==> src/lpd_pkg.sv <==
// lpd_pkg: shared constants, types and helper functions for the lidar packet decoder
// used by the interfaces, controller, datapath and top level
`timescale 1ns / 1ps

package lpd_pkg;

    localparam int SAMPLES_PER_PACKET = 16;
    localparam int PKT_LEN            = 12 + 3 * SAMPLES_PER_PACKET;
    localparam int HDR_LEN            = 4;
    localparam int OFS_SPEED          = 4;
    localparam int OFS_START          = 6;
    localparam int OFS_SAMPLES        = 8;
    localparam int OFS_END            = OFS_SAMPLES + 3 * SAMPLES_PER_PACKET;

    localparam int CNT_W   = $clog2(PKT_LEN + 1);
    localparam int IDX_W   = $clog2(SAMPLES_PER_PACKET);
    localparam int DIV_DEN = SAMPLES_PER_PACKET - 1;

    // reciprocal of the sample span, exact for every span below 360 degrees
    localparam int DIV_SHIFT = 20;
    localparam int DIV_MUL   = (2 ** DIV_SHIFT + DIV_DEN - 1) / DIV_DEN;

    localparam int BYTE_W = 8;
    localparam int WORD_W = 16;
    localparam int ANG_W  = 9;
    localparam int DIST_W = 14;
    localparam int SPD_W  = 10;
    localparam int SIDX_W = 4;

    localparam int ANG_BIAS    = 40960;
    localparam int ANG_MIN_RAW = 40897;
    localparam int ANG_LIM_RAW = 64000;
    localparam int ANG_SHIFT   = 6;
    localparam int SPD_SHIFT   = 6;
    localparam int DEG_FULL    = 360;

    localparam logic [BYTE_W-1:0] HDR_0 = 8'h55;
    localparam logic [BYTE_W-1:0] HDR_1 = 8'hAA;
    localparam logic [BYTE_W-1:0] HDR_2 = 8'h23;
    localparam logic [BYTE_W-1:0] HDR_3 = 8'h10;

    // byte position within a three-byte sample
    localparam logic [1:0] TRI_LO  = 2'd0;
    localparam logic [1:0] TRI_HI  = 2'd1;
    localparam logic [1:0] TRI_PAD = 2'd2;

    typedef struct packed {
        logic             store;
        logic [CNT_W-1:0] cnt;
        logic [IDX_W-1:0] idx;
        logic [1:0]       tpos;
        logic             chk;
        logic             div_step;
        logic             emit_rd;
        logic             emit_ld;
    } t_cmd;

    typedef struct packed {
        logic hdr_match;
        logic ang_ok;
        logic out_free;
    } t_stat;

    function automatic logic [BYTE_W-1:0] hdr_byte(input logic [1:0] k);
        logic [BYTE_W-1:0] b;
        unique case (k)
            2'd0:    b = HDR_0;
            2'd1:    b = HDR_1;
            2'd2:    b = HDR_2;
            default: b = HDR_3;
        endcase
        return b;
    endfunction

    function automatic logic ang_ok(input logic [WORD_W-1:0] raw);
        return (raw >= WORD_W'(ANG_MIN_RAW)) && (raw < WORD_W'(ANG_LIM_RAW));
    endfunction

    // truncation toward zero maps raw values just below the bias to zero
    function automatic logic [ANG_W-1:0] ang_deg(input logic [WORD_W-1:0] raw);
        logic [WORD_W-1:0] d;
        d = raw - WORD_W'(ANG_BIAS);
        if (raw >= WORD_W'(ANG_BIAS)) begin
            return ANG_W'(d >> ANG_SHIFT);
        end
        return '0;
    endfunction

endpackage

==> src/lpd_byte_if.sv <==
// lpd_byte_if: valid/ready channel carrying one received serial byte per beat
// depends on lpd_pkg
`timescale 1ns / 1ps

interface lpd_byte_if;
    import lpd_pkg::*;

    logic              valid;
    logic              ready;
    logic [BYTE_W-1:0] rx_byte;

    modport source (output valid, output rx_byte, input ready);
    modport sink   (input valid, input rx_byte, output ready);
endinterface

==> src/lpd_res_if.sv <==
// lpd_res_if: valid/ready channel carrying one decoded sample per beat
// depends on lpd_pkg
`timescale 1ns / 1ps

interface lpd_res_if;
    import lpd_pkg::*;

    logic              valid;
    logic              ready;
    logic [ANG_W-1:0]  angle_deg;
    logic [DIST_W-1:0] distance;
    logic [SPD_W-1:0]  speed_rpm;
    logic [SIDX_W-1:0] sample_index;
    logic              last;

    modport source (output valid, output angle_deg, output distance, output speed_rpm,
                    output sample_index, output last, input ready);
    modport sink   (input valid, input angle_deg, input distance, input speed_rpm,
                    input sample_index, input last, output ready);
endinterface

==> src/lidar_packet_decoder_core.sv <==
// lidar_packet_decoder_core: top level of the scanning rangefinder packet decoder
// depends on lpd_pkg, lpd_byte_if, lpd_res_if, lpd_ctrl and lpd_dp
//
// i_rx carries one received serial byte per beat. The block hunts for the header
// 55 AA 23 10, collects the rest of the packet and decodes it once the last byte
// is in. o_res carries one sample per beat: interpolated angle, 14-bit distance,
// speed/64, sample index and a last flag on the final sample of a packet.
// Bytes are taken at one per cycle while a packet is being collected.
// After the last byte: the angles are checked (a bad packet is dropped and the hunt
// resumes the next cycle), then the angle span is split over the samples by a
// reciprocal multiply, then each sample is read from the sample ram and loaded
// into the result register, with i_rx.ready low throughout.
// A stalled receiver holds the result register and the sequencer waits; i_rx
// is ready again as soon as the final sample is loaded, before it is taken.
// Synchronous active-low reset returns to the header hunt and empties the
// result register; the sample ram is not cleared.
`timescale 1ns / 1ps

module lidar_packet_decoder_core (
    input  logic      i_clk,
    input  logic      i_rst_n,
    lpd_byte_if.sink  i_rx,
    lpd_res_if.source o_res
);
    import lpd_pkg::*;

    t_cmd w_cmd;
    t_stat w_stat;
    logic w_rx_ready;

    lpd_ctrl u_ctrl (
        .i_clk      (i_clk),
        .i_rst_n    (i_rst_n),
        .i_rx_valid (i_rx.valid),
        .o_rx_ready (w_rx_ready),
        .i_stat     (w_stat),
        .o_cmd      (w_cmd)
    );

    assign i_rx.ready = w_rx_ready;

    lpd_dp u_dp (
        .i_clk     (i_clk),
        .i_rst_n   (i_rst_n),
        .i_rx_byte (i_rx.rx_byte),
        .i_cmd     (w_cmd),
        .o_stat    (w_stat),
        .o_res     (o_res)
    );
endmodule

==> src/lpd_ram.sv <==
// lpd_ram: generic simple dual-port ram, one write and one registered read port
// no dependencies
`timescale 1ns / 1ps

module lpd_ram #(
    parameter int WIDTH = 8,
    parameter int DEPTH = 16
) (
    input  logic                                   i_clk,
    input  logic                                   i_wr_en,
    input  logic [((DEPTH > 1) ? $clog2(DEPTH) : 1)-1:0] i_wr_addr,
    input  logic [WIDTH-1:0]                       i_wr_data,
    input  logic                                   i_rd_en,
    input  logic [((DEPTH > 1) ? $clog2(DEPTH) : 1)-1:0] i_rd_addr,
    output logic [WIDTH-1:0]                       o_rd_data
);
    logic [WIDTH-1:0] r_mem [DEPTH];
    logic [WIDTH-1:0] r_rd_data;

    always_ff @(posedge i_clk) begin
        if (i_wr_en) begin
            r_mem[i_wr_addr] <= i_wr_data;
        end
        if (i_rd_en) begin
            r_rd_data <= r_mem[i_rd_addr];
        end
    end

    assign o_rd_data = r_rd_data;
endmodule

==> src/lpd_ctrl.sv <==
// lpd_ctrl: packet framing and sequencing state machine
// depends on lpd_pkg; drives the datapath through t_cmd and reads t_stat
`timescale 1ns / 1ps

module lpd_ctrl (
    input  logic          i_clk,
    input  logic          i_rst_n,
    input  logic          i_rx_valid,
    output logic          o_rx_ready,
    input  lpd_pkg::t_stat i_stat,
    output lpd_pkg::t_cmd  o_cmd
);
    import lpd_pkg::*;

    typedef enum logic [6:0] {
        S_HUNT    = 7'b0000001,
        S_HEADER  = 7'b0000010,
        S_PAYLOAD = 7'b0000100,
        S_CHECK   = 7'b0001000,
        S_DIV     = 7'b0010000,
        S_RD      = 7'b0100000,
        S_LD      = 7'b1000000
    } t_state;

    t_state           r_state, n_state;
    logic [CNT_W-1:0] r_cnt, n_cnt;
    logic [IDX_W-1:0] r_idx, n_idx;
    logic [1:0]       r_tri, n_tri;
    logic             w_acc;

    assign o_rx_ready = (r_state == S_HUNT) || (r_state == S_HEADER) ||
                        (r_state == S_PAYLOAD);
    assign w_acc      = i_rx_valid && o_rx_ready;

    always_comb begin
        n_state        = r_state;
        n_cnt          = r_cnt;
        n_idx          = r_idx;
        n_tri          = r_tri;
        o_cmd          = '0;
        o_cmd.cnt      = r_cnt;
        o_cmd.idx      = r_idx;
        o_cmd.tpos     = r_tri;
        unique case (r_state)
            S_HUNT: begin
                if (w_acc && i_stat.hdr_match) begin
                    n_cnt   = CNT_W'(1);
                    n_state = S_HEADER;
                end
            end
            S_HEADER: begin
                if (w_acc) begin
                    if (i_stat.hdr_match) begin
                        n_cnt = r_cnt + CNT_W'(1);
                        if (r_cnt == CNT_W'(HDR_LEN - 1)) begin
                            n_state = S_PAYLOAD;
                        end
                    end else begin
                        n_cnt   = '0;
                        n_state = S_HUNT;
                    end
                end
            end
            S_PAYLOAD: begin
                if (w_acc) begin
                    o_cmd.store = 1'b1;
                    n_cnt       = r_cnt + CNT_W'(1);
                    if (r_cnt == CNT_W'(OFS_SAMPLES - 1)) begin
                        n_idx = '0;
                        n_tri = TRI_LO;
                    end else if (r_cnt >= CNT_W'(OFS_SAMPLES) && r_cnt < CNT_W'(OFS_END)) begin
                        if (r_tri == TRI_PAD) begin
                            n_tri = TRI_LO;
                            n_idx = r_idx + IDX_W'(1);
                        end else if (r_tri == TRI_LO) begin
                            n_tri = TRI_HI;
                        end else begin
                            n_tri = TRI_PAD;
                        end
                    end
                    if (r_cnt == CNT_W'(PKT_LEN - 1)) begin
                        n_cnt   = '0;
                        n_state = S_CHECK;
                    end
                end
            end
            S_CHECK: begin
                o_cmd.chk = 1'b1;
                n_cnt     = '0;
                n_state   = i_stat.ang_ok ? S_DIV : S_HUNT;
            end
            S_DIV: begin
                o_cmd.div_step = 1'b1;
                n_idx          = '0;
                n_state        = S_RD;
            end
            S_RD: begin
                o_cmd.emit_rd = 1'b1;
                n_state       = S_LD;
            end
            S_LD: begin
                if (i_stat.out_free) begin
                    o_cmd.emit_ld = 1'b1;
                    if (r_idx == IDX_W'(SAMPLES_PER_PACKET - 1)) begin
                        n_state = S_HUNT;
                    end else begin
                        n_idx   = r_idx + IDX_W'(1);
                        n_state = S_RD;
                    end
                end
            end
            default: begin
                n_cnt   = '0;
                n_state = S_HUNT;
            end
        endcase
    end

    always_ff @(posedge i_clk) begin
        if (!i_rst_n) begin
            r_state <= S_HUNT;
            r_cnt   <= '0;
            r_idx   <= '0;
            r_tri   <= TRI_LO;
        end else begin
            r_state <= n_state;
            r_cnt   <= n_cnt;
            r_idx   <= n_idx;
            r_tri   <= n_tri;
        end
    end
endmodule

==> src/lpd_dp.sv <==
// lpd_dp: field capture, sample store, angle checks, span divider and result register
// depends on lpd_pkg, lpd_ram and lpd_res_if
`timescale 1ns / 1ps

module lpd_dp (
    input  logic                       i_clk,
    input  logic                       i_rst_n,
    input  logic [lpd_pkg::BYTE_W-1:0] i_rx_byte,
    input  lpd_pkg::t_cmd              i_cmd,
    output lpd_pkg::t_stat             o_stat,
    lpd_res_if.source                  o_res
);
    import lpd_pkg::*;

    logic [WORD_W-1:0] r_speed, r_start, r_end;
    logic [BYTE_W-1:0] r_lo;
    logic [ANG_W-1:0]  r_a0, r_dv, r_dq, r_qacc;
    logic [IDX_W-1:0]  r_rem, r_racc;
    logic              r_o_valid;
    logic [ANG_W-1:0]  r_o_ang;
    logic [DIST_W-1:0] r_o_dist;
    logic [SPD_W-1:0]  r_o_spd;
    logic [SIDX_W-1:0] r_o_sidx;
    logic              r_o_last;

    logic              w_in_samp, w_wr_en;
    logic [DIST_W-1:0] w_rd_dist;
    logic [ANG_W-1:0]  w_a0, w_a1, w_delta, w_qnext, w_ang;
    logic [ANG_W:0]    w_dwrap, w_qsum, w_asum;
    logic [ANG_W+DIV_SHIFT:0] w_prod;
    logic [ANG_W-1:0]  w_dq;
    logic [IDX_W-1:0]  w_drem;
    logic [IDX_W:0]    w_rsum;
    logic              w_rcarry;
    logic [IDX_W-1:0]  w_rnext;

    assign w_in_samp = (i_cmd.cnt >= CNT_W'(OFS_SAMPLES)) && (i_cmd.cnt < CNT_W'(OFS_END));
    assign w_wr_en   = i_cmd.store && w_in_samp && (i_cmd.tpos == TRI_HI);

    lpd_ram #(
        .WIDTH (DIST_W),
        .DEPTH (SAMPLES_PER_PACKET)
    ) u_ram (
        .i_clk     (i_clk),
        .i_wr_en   (w_wr_en),
        .i_wr_addr (i_cmd.idx),
        .i_wr_data ({i_rx_byte[DIST_W-BYTE_W-1:0], r_lo}),
        .i_rd_en   (i_cmd.emit_rd),
        .i_rd_addr (i_cmd.idx),
        .o_rd_data (w_rd_dist)
    );

    // angle conversion and wrap distance between start and end
    always_comb begin
        w_a0    = ang_deg(r_start);
        w_a1    = ang_deg(r_end);
        w_dwrap = {1'b0, w_a1} + (ANG_W + 1)'(DEG_FULL) - {1'b0, w_a0};
        w_delta = (w_a1 >= w_a0) ? (w_a1 - w_a0) : w_dwrap[ANG_W-1:0];
    end

    // delta split by the sample span through a reciprocal multiply
    always_comb begin
        w_prod = (ANG_W + DIV_SHIFT + 1)'(r_dv) * (ANG_W + DIV_SHIFT + 1)'(DIV_MUL);
        w_dq   = ANG_W'(w_prod >> DIV_SHIFT);
        w_drem = IDX_W'(r_dv - ANG_W'(w_dq * ANG_W'(DIV_DEN)));
    end

    // quotient/remainder accumulation of delta*i/span
    always_comb begin
        w_rsum   = {1'b0, r_racc} + {1'b0, r_rem};
        w_rcarry = w_rsum >= (IDX_W + 1)'(DIV_DEN);
        w_rnext  = w_rcarry ? IDX_W'(w_rsum - (IDX_W + 1)'(DIV_DEN)) : w_rsum[IDX_W-1:0];
        w_qsum   = {1'b0, r_qacc} + {1'b0, r_dq} + (ANG_W + 1)'(w_rcarry);
        w_qnext  = w_qsum[ANG_W-1:0];
        w_asum   = {1'b0, r_a0} + {1'b0, r_qacc};
        w_ang    = (w_asum >= (ANG_W + 1)'(DEG_FULL)) ?
                   ANG_W'(w_asum - (ANG_W + 1)'(DEG_FULL)) : w_asum[ANG_W-1:0];
    end

    assign o_stat.hdr_match = (i_rx_byte == hdr_byte(i_cmd.cnt[1:0]));
    assign o_stat.ang_ok    = ang_ok(r_start) && ang_ok(r_end);
    assign o_stat.out_free  = !r_o_valid || o_res.ready;

    always_ff @(posedge i_clk) begin
        if (i_cmd.store) begin
            if (i_cmd.cnt == CNT_W'(OFS_SPEED))     r_speed[7:0]  <= i_rx_byte;
            if (i_cmd.cnt == CNT_W'(OFS_SPEED + 1)) r_speed[15:8] <= i_rx_byte;
            if (i_cmd.cnt == CNT_W'(OFS_START))     r_start[7:0]  <= i_rx_byte;
            if (i_cmd.cnt == CNT_W'(OFS_START + 1)) r_start[15:8] <= i_rx_byte;
            if (i_cmd.cnt == CNT_W'(OFS_END))       r_end[7:0]    <= i_rx_byte;
            if (i_cmd.cnt == CNT_W'(OFS_END + 1))   r_end[15:8]   <= i_rx_byte;
            if (w_in_samp && i_cmd.tpos == TRI_LO)  r_lo          <= i_rx_byte;
        end
        if (i_cmd.chk) begin
            r_a0   <= w_a0;
            r_dv   <= w_delta;
            r_qacc <= '0;
            r_racc <= '0;
        end
        if (i_cmd.div_step) begin
            r_dq  <= w_dq;
            r_rem <= w_drem;
        end
        if (i_cmd.emit_ld) begin
            r_o_ang  <= w_ang;
            r_o_dist <= w_rd_dist;
            r_o_spd  <= SPD_W'(r_speed >> SPD_SHIFT);
            r_o_sidx <= SIDX_W'(i_cmd.idx);
            r_o_last <= (i_cmd.idx == IDX_W'(SAMPLES_PER_PACKET - 1));
            r_qacc   <= w_qnext;
            r_racc   <= w_rnext;
        end
    end

    always_ff @(posedge i_clk) begin
        if (!i_rst_n) begin
            r_o_valid <= 1'b0;
        end else if (i_cmd.emit_ld) begin
            r_o_valid <= 1'b1;
        end else if (o_res.ready) begin
            r_o_valid <= 1'b0;
        end
    end

    assign o_res.valid        = r_o_valid;
    assign o_res.angle_deg    = r_o_ang;
    assign o_res.distance     = r_o_dist;
    assign o_res.speed_rpm    = r_o_spd;
    assign o_res.sample_index = r_o_sidx;
    assign o_res.last         = r_o_last;
endmodule

==> src/flat_wrapper.sv <==
// flat-port wrapper written by rule: the top's interface ports become plain ports
module lidar_packet_decoder_core_flat import lpd_pkg::*;
  (i_clk, i_rst_n, i_rx_valid, i_rx_rx_byte, i_rx_ready, o_res_valid, o_res_angle_deg, o_res_distance, o_res_speed_rpm, o_res_sample_index, o_res_last, o_res_ready);
  lpd_byte_if i_rx_i ();
  lpd_res_if o_res_i ();
  input  logic i_clk;
  input  logic i_rst_n;
  input wire logic [$bits(i_rx_i.valid)-1:0] i_rx_valid;
  input wire logic [$bits(i_rx_i.rx_byte)-1:0] i_rx_rx_byte;
  output wire logic [$bits(i_rx_i.ready)-1:0] i_rx_ready;
  output wire logic [$bits(o_res_i.valid)-1:0] o_res_valid;
  output wire logic [$bits(o_res_i.angle_deg)-1:0] o_res_angle_deg;
  output wire logic [$bits(o_res_i.distance)-1:0] o_res_distance;
  output wire logic [$bits(o_res_i.speed_rpm)-1:0] o_res_speed_rpm;
  output wire logic [$bits(o_res_i.sample_index)-1:0] o_res_sample_index;
  output wire logic [$bits(o_res_i.last)-1:0] o_res_last;
  input wire logic [$bits(o_res_i.ready)-1:0] o_res_ready;
  assign i_rx_i.valid = i_rx_valid;
  assign i_rx_i.rx_byte = i_rx_rx_byte;
  assign i_rx_ready = i_rx_i.ready;
  assign o_res_valid = o_res_i.valid;
  assign o_res_angle_deg = o_res_i.angle_deg;
  assign o_res_distance = o_res_i.distance;
  assign o_res_speed_rpm = o_res_i.speed_rpm;
  assign o_res_sample_index = o_res_i.sample_index;
  assign o_res_last = o_res_i.last;
  assign o_res_i.ready = o_res_ready;
  lidar_packet_decoder_core u_core (.i_clk(i_clk), .i_rst_n(i_rst_n), .i_rx(i_rx_i), .o_res(o_res_i));
endmodule
==> config.mk <==
export PLATFORM = sky130hd
export DESIGN_NAME = lidar_packet_decoder_core_flat
export DESIGN_NICKNAME = d
export VERILOG_FILES = /design/src/lpd_pkg.sv /design/src/lpd_byte_if.sv /design/src/lpd_res_if.sv /design/src/lidar_packet_decoder_core.sv /design/src/lpd_ram.sv /design/src/lpd_ctrl.sv /design/src/lpd_dp.sv /design/src/flat_wrapper.sv
export SDC_FILE = /design/constraint.sdc
export NUM_CORES = 1
export LEC_CHECK = 0
export BUFFER_PORTS_ARGS = -buffer_cell sky130_fd_sc_hd__buf_4
export CAP_MARGIN = 30
export CORE_ASPECT_RATIO = 1.5
export CORE_UTILIZATION = 40
export CTS_CLUSTER_SIZE = 25
export DETAILED_ROUTE_END_ITERATION = 16
export GPL_TIMING_DRIVEN = 0
export PLACE_DENSITY = 0.53
export SLEW_MARGIN = 20
export SYNTH_ARGS = -nofsm -noshare
export SYNTH_HDL_FRONTEND = slang
export SYNTH_HIERARCHICAL = 1
export SYNTH_SLANG_ARGS = --single-unit
==> constraint.sdc <==
create_clock -name i_clk -period 5.8 [get_ports i_clk]
set_clock_uncertainty 0.1 [all_clocks]
set_input_delay 0.29 -clock i_clk [delete_from_list [all_inputs] [get_ports i_clk]]
set_output_delay 0.29 -clock i_clk [all_outputs]
set_load 0.1 [all_outputs]
==> results.json, run 1 <==
{
  "status": "finished, final reports clean",
  "seq_area_um2": 11420,
  "cp_top_family": "adder cells",
  "nNetsFinal": 1335,
  "detail-route-antenna-nets": 0,
  "tightest_slew_ns": 0.7898,
  "slowest_stage": "fa_1",
  "syn_avg_cell_area_um2": 15.89,
  "syn_inst": 1102,
  "cts.repair.resized": 0,
  "synthesis.nets": 1216,
  "dp_cells": 1746,
  "grt_use_total": 0.1830,
  "max_stage_delay_ns": 0.51,
  "synth-seq-area-share": 0.6520,
  "hold_viol_final": 0,
  "via_count": 9574,
  "fin_area_um2": 20360,
  "dr.pass1.iters": 4,
  "die_h_um": 258.3,
  "ys.flop_type": "edfxtp_1",
  "postCtsHoldBufs": 3,
  "post_dp_cell_area_um2": 18950,
  "cts.clk_slew.worst_paths_ns": 0.06,
  "path_cells": "ha_1, fa_1, ha_1, ha_1, and4_4, a221oi_1, o21ai_1, xor2_1, inv_1, ha_1, inv_1, fa_1, ha_1, a21o_1, a21oi_1, xnor2_1, xnor2_1, xnor2_1",
  "crit_arrival_ns": 5.56,
  "start_kind": "flop",
  "ys_ff_latch": 387,
  "htree_levels": 2,
  "multiInputGateArea_um2": 5776,
  "syn-cell-area_um2": 17520,
  "cts.sinks": 387,
  "portBuffers": 51,
  "dieArea_um2": 44650,
  "grt_pass1_wl_mm": 60.54,
  "ys_types": 82,
  "grt-ovfl-total": 0,
  "layout-drive-gt1-share": 0.2144,
  "start_util": 0.4068,
  "crit_required_ns": 5.98,
  "core_area_um2": 43050,
  "mostFrequentLayoutCells": "edfxtp_1 (367), ha_1 (85), inv_1 (65)",
  "finalNonFillerCells": 1820,
  "clockRootBuffer": "clkbuf_16",
  "fin_crit_sh": 0.9271,
  "wire_per_inst_um": 22.01,
  "grt_max_degree": 43,
  "min-delay-path-class": "in -> reg",
  "leakagePower_uw": 0.007115,
  "relSlewSlack": 0.4729,
  "finalCriticalPeriod_ns": 5.377,
  "cts_buffers": 40,
  "globalplace.congestion": 0.8253,
  "crit_fanout": 6,
  "crit_type": "reg -> reg",
  "grt_antenna_before_repair": 0,
  "area_growth_pct": 16.23,
  "cp_common_cell": "ha_1",
  "cp-end-kind": "flop",
  "wirelength_mm": 40.07,
  "synthArstFlopShare": 0,
  "cts_tree": "built",
  "synth_edf_count": 367,
  "drt_iter0_markers": 494,
  "grt_pass1_vias": 10120,
  "n_antenna_cell": 0,
  "clock_path_buffers": 3,
  "ys_warn_count": 6,
  "fin_setup_tns_ns": 0,
  "postCtsSetupRepairBufs": 0,
  "drt-vias-per-instance": 5.260,
  "hpwl_mm": 28.30,
  "maxCapViolCount": 0,
  "pin_count": 52,
  "rsz0062_at_grt": "no",
  "slew_violations": 0,
  "path_buf_inv": 2,
  "die-width_um": 172.9,
  "p_per_area_nw_per_um2": 294.6,
  "final_common_cell": "edfxtp_1",
  "max_freq_ghz": 0.1860,
  "synth_top_area_frac": 0.6292,
  "nFillCells": 3761,
  "finalSetupViolCount": 0,
  "std_cell_rows": 93,
  "clock_latency_ns": 0.54,
  "vdd_drop_max_uv": 255.0,
  "fin_util": 0.4729,
  "drc": 0,
  "synth_top_area_cell": "edfxtp_1",
  "synth_area_leaders": "edfxtp_1 (63%), mux4_2 (7.2%), ha_1 (6.1%)"
}
-- area by class of cell --
| type | instances | share of cell area |
|---|---|---|
| well taps | 570 | 0.03503 |
| inverters | 65 | 0.01198 |
| clock buffers | 48 | 0.05273 |
| multi-input cells | 625 | 0.2837 |
| plain buffers | 25 | 0.007682 |
| clock inverters | 23 | 0.01481 |
| repair buffers | 77 | 0.03306 |
| flip-flops and latches | 387 | 0.5610 |
-- cell usage after synthesis, types with 9 or more instances --
| cell | count |
|---|---|
| a21o_1 | 13 |
| a21oi_1 | 33 |
| a22oi_1 | 28 |
| and2_1 | 11 |
| clkbuf_1 | 9 |
| dfxtp_1 | 20 |
| edfxtp_1 | 367 |
| fa_1 | 17 |
| ha_1 | 85 |
| inv_1 | 65 |
| mux2i_1 | 10 |
| mux4_2 | 56 |
| nand2_1 | 59 |
| nand2b_1 | 12 |
| nand3_1 | 20 |
| nor2_1 | 60 |
| nor3_1 | 22 |
| o21ai_0 | 20 |
| xnor2_1 | 24 |
| xor2_1 | 17 |
-- registers in the layout, summed over array words and instances (netlist names), 6 cells and up --
name                         count
u_core/u_dp/r_lo                 8
u_core/u_ctrl/r_state            7
u_core/u_dp/r_dv                 9
u_core/u_dp/o_res.speed_rpm     10
u_core/u_dp/u_ram/r_mem        224
u_core/u_dp/o_res.angle_deg      9
u_core/u_dp/u_ram/o_rd_data     14
u_core/u_dp/r_start             16
u_core/u_dp/r_dq                 6
u_core/u_dp/r_qacc               9
u_core/u_dp/r_speed             10
u_core/u_ctrl/r_cnt              6
u_core/u_dp/r_end               16
u_core/u_dp/r_a0                 9
u_core/u_dp/o_res.distance      14
-- path summary, 6_finish.rpt --
path	startpoint	to	slack, ns	cells past startpoint
max	u_core/u_dp/r_dv[8]$_DFFE_PP_	u_core/u_dp/r_rem[3]$_DFFE_PP_	0.42	18
min	i_rx_rx_byte[1]	u_core/u_dp/u_ram/r_mem[6][9]$_DFFE_PP_	0.05	1
max reg2reg	u_core/u_dp/r_dv[8]$_DFFE_PP_	u_core/u_dp/r_rem[3]$_DFFE_PP_	0.42	18
min reg2reg	u_core/u_dp/r_speed[11]$_DFFE_PP_	u_core/u_dp/o_res.speed_rpm[5]$_DFFE_PP_	0.32	0
-- kinds of logic (layout without fill, tap and decap cells) --
kind of cell             after synthesis  count (layout)  synth area share
buffers and inverters                 90             238           0.02286
multiplexers                          69              69           0.07965
AO/OA/AOI/OAI                        166             166           0.06843
XOR/XNOR                              44              44           0.02329
adder cells (fa/ha/maj)              102             102           0.08015
AND/OR/NAND/NOR                      244             244           0.07358
flip-flops                           387             387            0.6520
-- layer usage --
layer / global-route usage / share of wire / vias to the layer above
met2: 0.3648 / 0.57 / 157
met3: 0.02435 / 0.030 / 91
met5: 0 / 0 / -
li1: - / - / 4503
met4: 0.08825 / 0.046 / 0
met1: 0.1845 / 0.36 / 4823
-- metrics by stage --
step           setup slack [ns]  power [uW]  hold WS [ns]
5_1_grt                0.003015        6185       0.03719
2_1_floorplan            0.9103        3293        0.2889
3_5_place_dp             0.3522        3369        0.3045
6_report                 0.4225        5998       0.05175
4_1_cts                  0.3348        6071       0.03217
3_3_place_gp             0.3472        3367        0.3002
-- where the power goes --
part	internal, uW	switching, uW	total (uW)
Sequential	3040	11.3	3050
Clock	1600	1090	2690
Combinational	86.3	174	260
Total	4720	1280	6000
Power figures use the tool's default switching activity.
==> run 2, diff against run 1 <==
--- a/config.mk
+++ b/config.mk
@@ -8,11 +8,11 @@
 export BUFFER_PORTS_ARGS = -buffer_cell sky130_fd_sc_hd__buf_4
 export CAP_MARGIN = 30
 export CORE_ASPECT_RATIO = 1.5
-export CORE_UTILIZATION = 40
+export CORE_UTILIZATION = 35
 export CTS_CLUSTER_SIZE = 25
 export DETAILED_ROUTE_END_ITERATION = 16
 export GPL_TIMING_DRIVEN = 0
-export PLACE_DENSITY = 0.53
+export PLACE_DENSITY = 0.48
 export SLEW_MARGIN = 20
 export SYNTH_ARGS = -nofsm -noshare
 export SYNTH_HDL_FRONTEND = slang
==> results.json, run 2 (synthesized netlist as in run 1, its figures left out) <==
{
  "area_growth_pct": 16.74,
  "hold_viol_final": 0,
  "start_kind": "flop",
  "clkPwrFrac": 0.441,
  "fin_setup_tns_ns": 0,
  "min-delay-path-class": "in -> reg",
  "cts.sinks": 387,
  "grt_max_degree": 38,
  "wirelength_mm": 41.87,
  "fin_util": 0.4127,
  "relSlewSlack": 0.4505,
  "portBuffers": 51,
  "multiInputGateArea_um2": 5783,
  "die_h_um": 276.0,
  "p_int_uw": 4664,
  "detail-route-antenna-nets": 0,
  "cts_buffers": 40,
  "finalSetupViolCount": 0,
  "htree_levels": 2,
  "postCtsSetupRepairBufs": 0,
  "crit_type": "reg -> reg",
  "place_ws_ns": 0.2603,
  "grt_pass1_wl_mm": 62.60,
  "hpwl_mm": 29.82,
  "grt_use_total": 0.1693,
  "n_antenna_cell": 0,
  "mostFrequentLayoutCells": "edfxtp_1 (367), ha_1 (85), inv_1 (65)",
  "cp-end-kind": "flop",
  "pin_count": 52,
  "seq_power_share": 0.515,
  "clock_path_buffers": 3,
  "vdd_drop_max_uv": 224.5,
  "seq_area_um2": 11420,
  "nNetsFinal": 1338,
  "crit_fanout": 4,
  "min_from": "i_rx_rx_byte[2]",
  "grt_antenna_before_repair": 0,
  "grt_pass1_vias": 10140,
  "clock_latency_ns": 0.54,
  "std_cell_rows": 100,
  "drt_iter0_markers": 617,
  "leakagePower_uw": 0.007118,
  "power_uw": 5912,
  "reg2reg_depth": 19,
  "regMostFlops": "u_core/u_dp/u_ram/r_mem",
  "start_util": 0.3535,
  "crit_arrival_ns": 5.67,
  "nFillCells": 4603,
  "grt-ovfl-total": 0,
  "min_to": "u_core/u_dp/u_ram/r_mem[15][10]$_DFFE_PP_",
  "p_sw_frac": 0.2111,
  "maxCapViolCount": 0,
  "r2r-start": "u_core/u_dp/r_dv[4]$_DFFE_PP_",
  "final_common_cell": "edfxtp_1",
  "power_switching_uw": 1248,
  "p_per_area_nw_per_um2": 289.2,
  "core_area_um2": 49550,
  "fin_crit_sh": 0.9457,
  "rsz0062_at_grt": "no",
  "crit_required_ns": 5.98,
  "tightest_slew_ns": 0.8231,
  "cts_tree": "built",
  "rrSetupSlack_ns": 0.32,
  "status": "finished, final reports clean",
  "combPwrFrac": 0.044,
  "wire_per_inst_um": 21.87,
  "slew_violations": 0,
  "max_freq_ghz": 0.1823,
  "finalCriticalPeriod_ns": 5.485,
  "clockRootBuffer": "clkbuf_16",
  "layout-drive-gt1-share": 0.2094,
  "drt-vias-per-instance": 5.065,
  "setup_ws_ns": 0.3152,
  "drc": 0,
  "largest_reg_flops": 224,
  "cts.clk_slew.worst_paths_ns": 0.06,
  "timing.rr.end": "u_core/u_dp/r_rem[3]$_DFFE_PP_",
  "dieArea_um2": 50960,
  "reg_top3": "u_core/u_dp/u_ram/r_mem x224, u_core/u_dp/r_end x16, u_core/u_dp/r_start x16",
  "die-width_um": 184.7,
  "via_count": 9694,
  "dr.pass1.iters": 5,
  "min_delay_path_depth": 1,
  "globalplace.congestion": 0.8455
}
==> run 2: how the worst max path moves through the flow <==
stage | from | end | slack [ns] | depth (start not counted)
after floorplan | u_core/u_dp/r_dv[8]$_DFFE_PP_ | u_core/u_dp/r_rem[3]$_DFFE_PP_ | 0.91 | 19
after global placement | u_core/u_dp/r_dv[2]$_DFFE_PP_ | u_core/u_dp/r_rem[3]$_DFFE_PP_ | 0.31 | 20
after detailed placement | u_core/u_dp/r_dv[2]$_DFFE_PP_ | u_core/u_dp/r_rem[3]$_DFFE_PP_ | 0.26 | 19
after CTS | u_core/u_dp/r_dv[2]$_DFFE_PP_ | u_core/u_dp/r_rem[3]$_DFFE_PP_ | 0.24 | 19
after global routing | u_core/u_dp/r_dv[1]$_DFFE_PP_ | u_core/u_dp/r_rem[3]$_DFFE_PP_ | 0.05 | 20
final | u_core/u_dp/r_dv[4]$_DFFE_PP_ | u_core/u_dp/r_rem[3]$_DFFE_PP_ | 0.32 | 19
==> run 2: per-stage QoR <==
stage,instance area [um^2],cells,hold slack [ns]
detailed placement,19100,1842,0.3045
floorplan,17520,1102,0.2889
finish,20450,1914,0.05449
global route,20450,1914,0.03772
global placement,18730,1816,0.3005
CTS,20440,1914,0.03325
==> run 2: critical path: stages (launching register included) <==
cell and delay (ns):
edfxtp_1 0.45, ha_1 0.37, fa_1 0.40, ha_1 0.23, ha_1 0.33, and4_4 0.22, a221oi_1 0.30, o21ai_0 0.15
a31oi_1 0.21, o21ai_0 0.25, xnor2_1 0.35, ha_1 0.31, inv_1 0.08, fa_1 0.46, ha_1 0.31, a21o_1 0.15
a21oi_1 0.17, xnor2_1 0.16, xnor2_1 0.15, xnor2_1 0.08
==> run 2: cell type report <==
cell class | instances | share of cell area
Buffer | 25 | 0.007649
Tap cell | 663 | 0.04057
Clock inverter | 19 | 0.01108
Clock buffer | 50 | 0.05287
Sequential cell | 387 | 0.5586
Inverter | 65 | 0.01193
Timing Repair Buffer | 80 | 0.03451
Multi-Input combinational cell | 625 | 0.2828
==> run 2: power groups by stage <==
stage          combinational [uW]  sequential (uW)  clock, uW
2_1_floorplan                 190             3100          0
3_3_place_gp                  263             3110          0
3_5_place_dp                  261             3110          0
4_1_cts                       264             3050       2680
5_1_grt                       285             3050       2780
6_report                      260             3050       2610
==> run 2: what timing repair did <==
item	CTS	global route
hold endpoints to repair	15	0
hold buffers	3	0
resized for setup	0	1
setup endpoints to repair	0	1
==> run 2: metal layers <==
| metal | part of all wire | GRT usage |
|---|---|---|
| met1 | 0.37 | 0.1781 |
| met2 | 0.58 | 0.3385 |
| met3 | 0.028 | 0.02117 |
| met4 | 0.028 | 0.06024 |
| met5 | 0 | 0 |
==> run 3, diff against run 2 <==
--- a/config.mk
+++ b/config.mk
@@ -12,6 +12,7 @@
 export CTS_CLUSTER_SIZE = 25
 export DETAILED_ROUTE_END_ITERATION = 16
 export GPL_TIMING_DRIVEN = 0
+export HOLD_SLACK_MARGIN = 0.06
 export PLACE_DENSITY = 0.48
 export SLEW_MARGIN = 20
 export SYNTH_ARGS = -nofsm -noshare
==> constraint.sdc (replaced) <==
create_clock -name i_clk -period 6.1 [get_ports i_clk]
set_clock_uncertainty 0.1 [all_clocks]
set_input_delay 0.305 -clock i_clk [delete_from_list [all_inputs] [get_ports i_clk]]
set_output_delay 0.305 -clock i_clk [all_outputs]
set_load 0.1 [all_outputs]
==> results.json, run 3 (synthesized netlist as in run 1, its figures left out) <==
{
  "status": "finished, final reports clean",
  "fin_setup_tns_ns": 0,
  "mostFrequentLayoutCells": "edfxtp_1 (367), ha_1 (85), inv_1 (65)",
  "clock_latency_ns": 0.54,
  "detail-route-antenna-nets": 0,
  "core_area_um2": 49550,
  "largest_reg_flops": 224,
  "cts.sinks": 387,
  "start_kind": "flop",
  "fin_util": 0.4129,
  "cts.clk_slew.worst_paths_ns": 0.06,
  "clockRootBuffer": "clkbuf_16",
  "cp_top_family": "adder cells",
  "std_cell_rows": 100,
  "area_growth_pct": 16.81,
  "dieArea_um2": 50960,
  "grt_pass1_vias": 10150,
  "dr.pass1.iters": 5,
  "globalplace.congestion": 0.8455,
  "seq_area_um2": 11420,
  "rsz0062_at_grt": "no",
  "crit_type": "reg -> reg",
  "post_dp_cell_area_um2": 19100,
  "pin_count": 52,
  "cts_tree": "built",
  "path_buf_inv": 1,
  "multiInputGateArea_um2": 5776,
  "reg_top3": "u_core/u_dp/u_ram/r_mem x224, u_core/u_dp/r_end x16, u_core/u_dp/r_start x16",
  "relSlewSlack": 0.4216,
  "nFillCells": 4601,
  "n_antenna_cell": 0,
  "cp-end-kind": "flop",
  "maxCapViolCount": 0,
  "grt_max_degree": 38,
  "grt_antenna_before_repair": 0,
  "cp_common_cell": "ha_1",
  "setup_ws_ns": 0.6133,
  "fin_crit_sh": 0.8995,
  "hold_viol_final": 0,
  "grt-ovfl-total": 0,
  "max_stage_delay_ns": 0.46,
  "path_cells": "ha_1, fa_1, ha_1, ha_1, and4_4, a221oi_1, o21ai_0, a31oi_1, o21ai_0, xnor2_1, ha_1, inv_1, fa_1, ha_1, a21o_1, a21oi_1, xnor2_1, xnor2_1, xnor2_1",
  "via_count": 9681,
  "p_per_area_nw_per_um2": 274.9,
  "final_common_cell": "edfxtp_1",
  "grt_pass1_wl_mm": 62.64,
  "max_freq_ghz": 0.1823,
  "finalCriticalPeriod_ns": 5.487,
  "place_ws_ns": 0.5603,
  "cts_buffers": 40,
  "grt_use_total": 0.1693,
  "vdd_drop_max_uv": 213.3,
  "htree_levels": 2,
  "layout-drive-gt1-share": 0.2083,
  "die_h_um": 276.0,
  "cts.repair.resized": 0,
  "leakagePower_uw": 0.007126,
  "drt-vias-per-instance": 5.053,
  "die-width_um": 184.7,
  "drc": 0,
  "slew_violations": 0,
  "start_util": 0.3535,
  "finalSetupViolCount": 0,
  "tightest_slew_ns": 0.8664,
  "fin_area_um2": 20460,
  "hpwl_mm": 29.82,
  "slowest_stage": "fa_1",
  "crit_required_ns": 6.28,
  "min-delay-path-class": "in -> reg",
  "nNetsFinal": 1340,
  "clock_path_buffers": 3,
  "crit_fanout": 4,
  "wirelength_mm": 41.96,
  "wire_per_inst_um": 21.90,
  "drt_iter0_markers": 582,
  "portBuffers": 51,
  "regMostFlops": "u_core/u_dp/u_ram/r_mem",
  "crit_arrival_ns": 5.67
}
run 3: changes by cell type in the layout (fill, tap and decap cells not counted):
cell	previous run	this run
xor2_1	16	17
dlygate4sd3_1	3	5
xor2_2	1	0
run 3: routing by layer:
layer,share of wire,vias to the layer above,track usage
met5,0,-,0
met4,0.029,0,0.06024
met3,0.030,50,0.02117
met2,0.58,185,0.3385
met1,0.37,4928,0.1782
li1,-,4518,-
run 3: final timing paths:
| path | start | end | slack (ns) | cells past startpoint |
|---|---|---|---|---|
| worst min register to register | u_core/u_dp/r_speed[6]$_DFFE_PP_ | u_core/u_dp/o_res.speed_rpm[0]$_DFFE_PP_ | 0.32 | 0 |
| worst max-delay path | u_core/u_dp/r_dv[4]$_DFFE_PP_ | u_core/u_dp/r_rem[3]$_DFFE_PP_ | 0.61 | 19 |
| worst min-delay path | i_rx_rx_byte[3] | u_core/u_dp/r_lo[3]$_DFFE_PP_ | 0.08 | 1 |
| worst max register to register | u_core/u_dp/r_dv[4]$_DFFE_PP_ | u_core/u_dp/r_rem[3]$_DFFE_PP_ | 0.61 | 19 |
run 3: repair_timing:
action | in CTS | in global routing
hold buffers | 5 | 0
endpoints found under the hold margin | 32 | 0
setup buffers | 0 | 0
run 3: power breakdown:
part	switching, uW	total (uW)	internal, uW	leakage, uW
logic	166	249	82.7	0.00305
registers	9.55	2900	2890	0.00344
clock network	1010	2480	1470	0.000631
total	1190	5630	4440	0.00713
run 3: layout make-up:
type | instances | area share
Clock buffer | 50 | 0.05284
Clock inverter | 19 | 0.01107
Inverter | 65 | 0.01193
Multi-Input combinational cell | 625 | 0.2823
Tap cell | 663 | 0.04055
Buffer | 25 | 0.007644
Sequential cell | 387 | 0.5582
Timing Repair Buffer | 82 | 0.03547
run 3: metrics by stage:
stage / total power (uW) / hold WS (ns) / cells
final: 5625 / 0.08068 / 1916
after CTS: 5702 / 0.06471 / 1916
after global routing: 5810 / 0.07492 / 1916
after global placement: 3203 / 0.3005 / 1816
after floorplan: 3131 / 0.3003 / 1102
after detailed placement: 3203 / 0.3045 / 1842
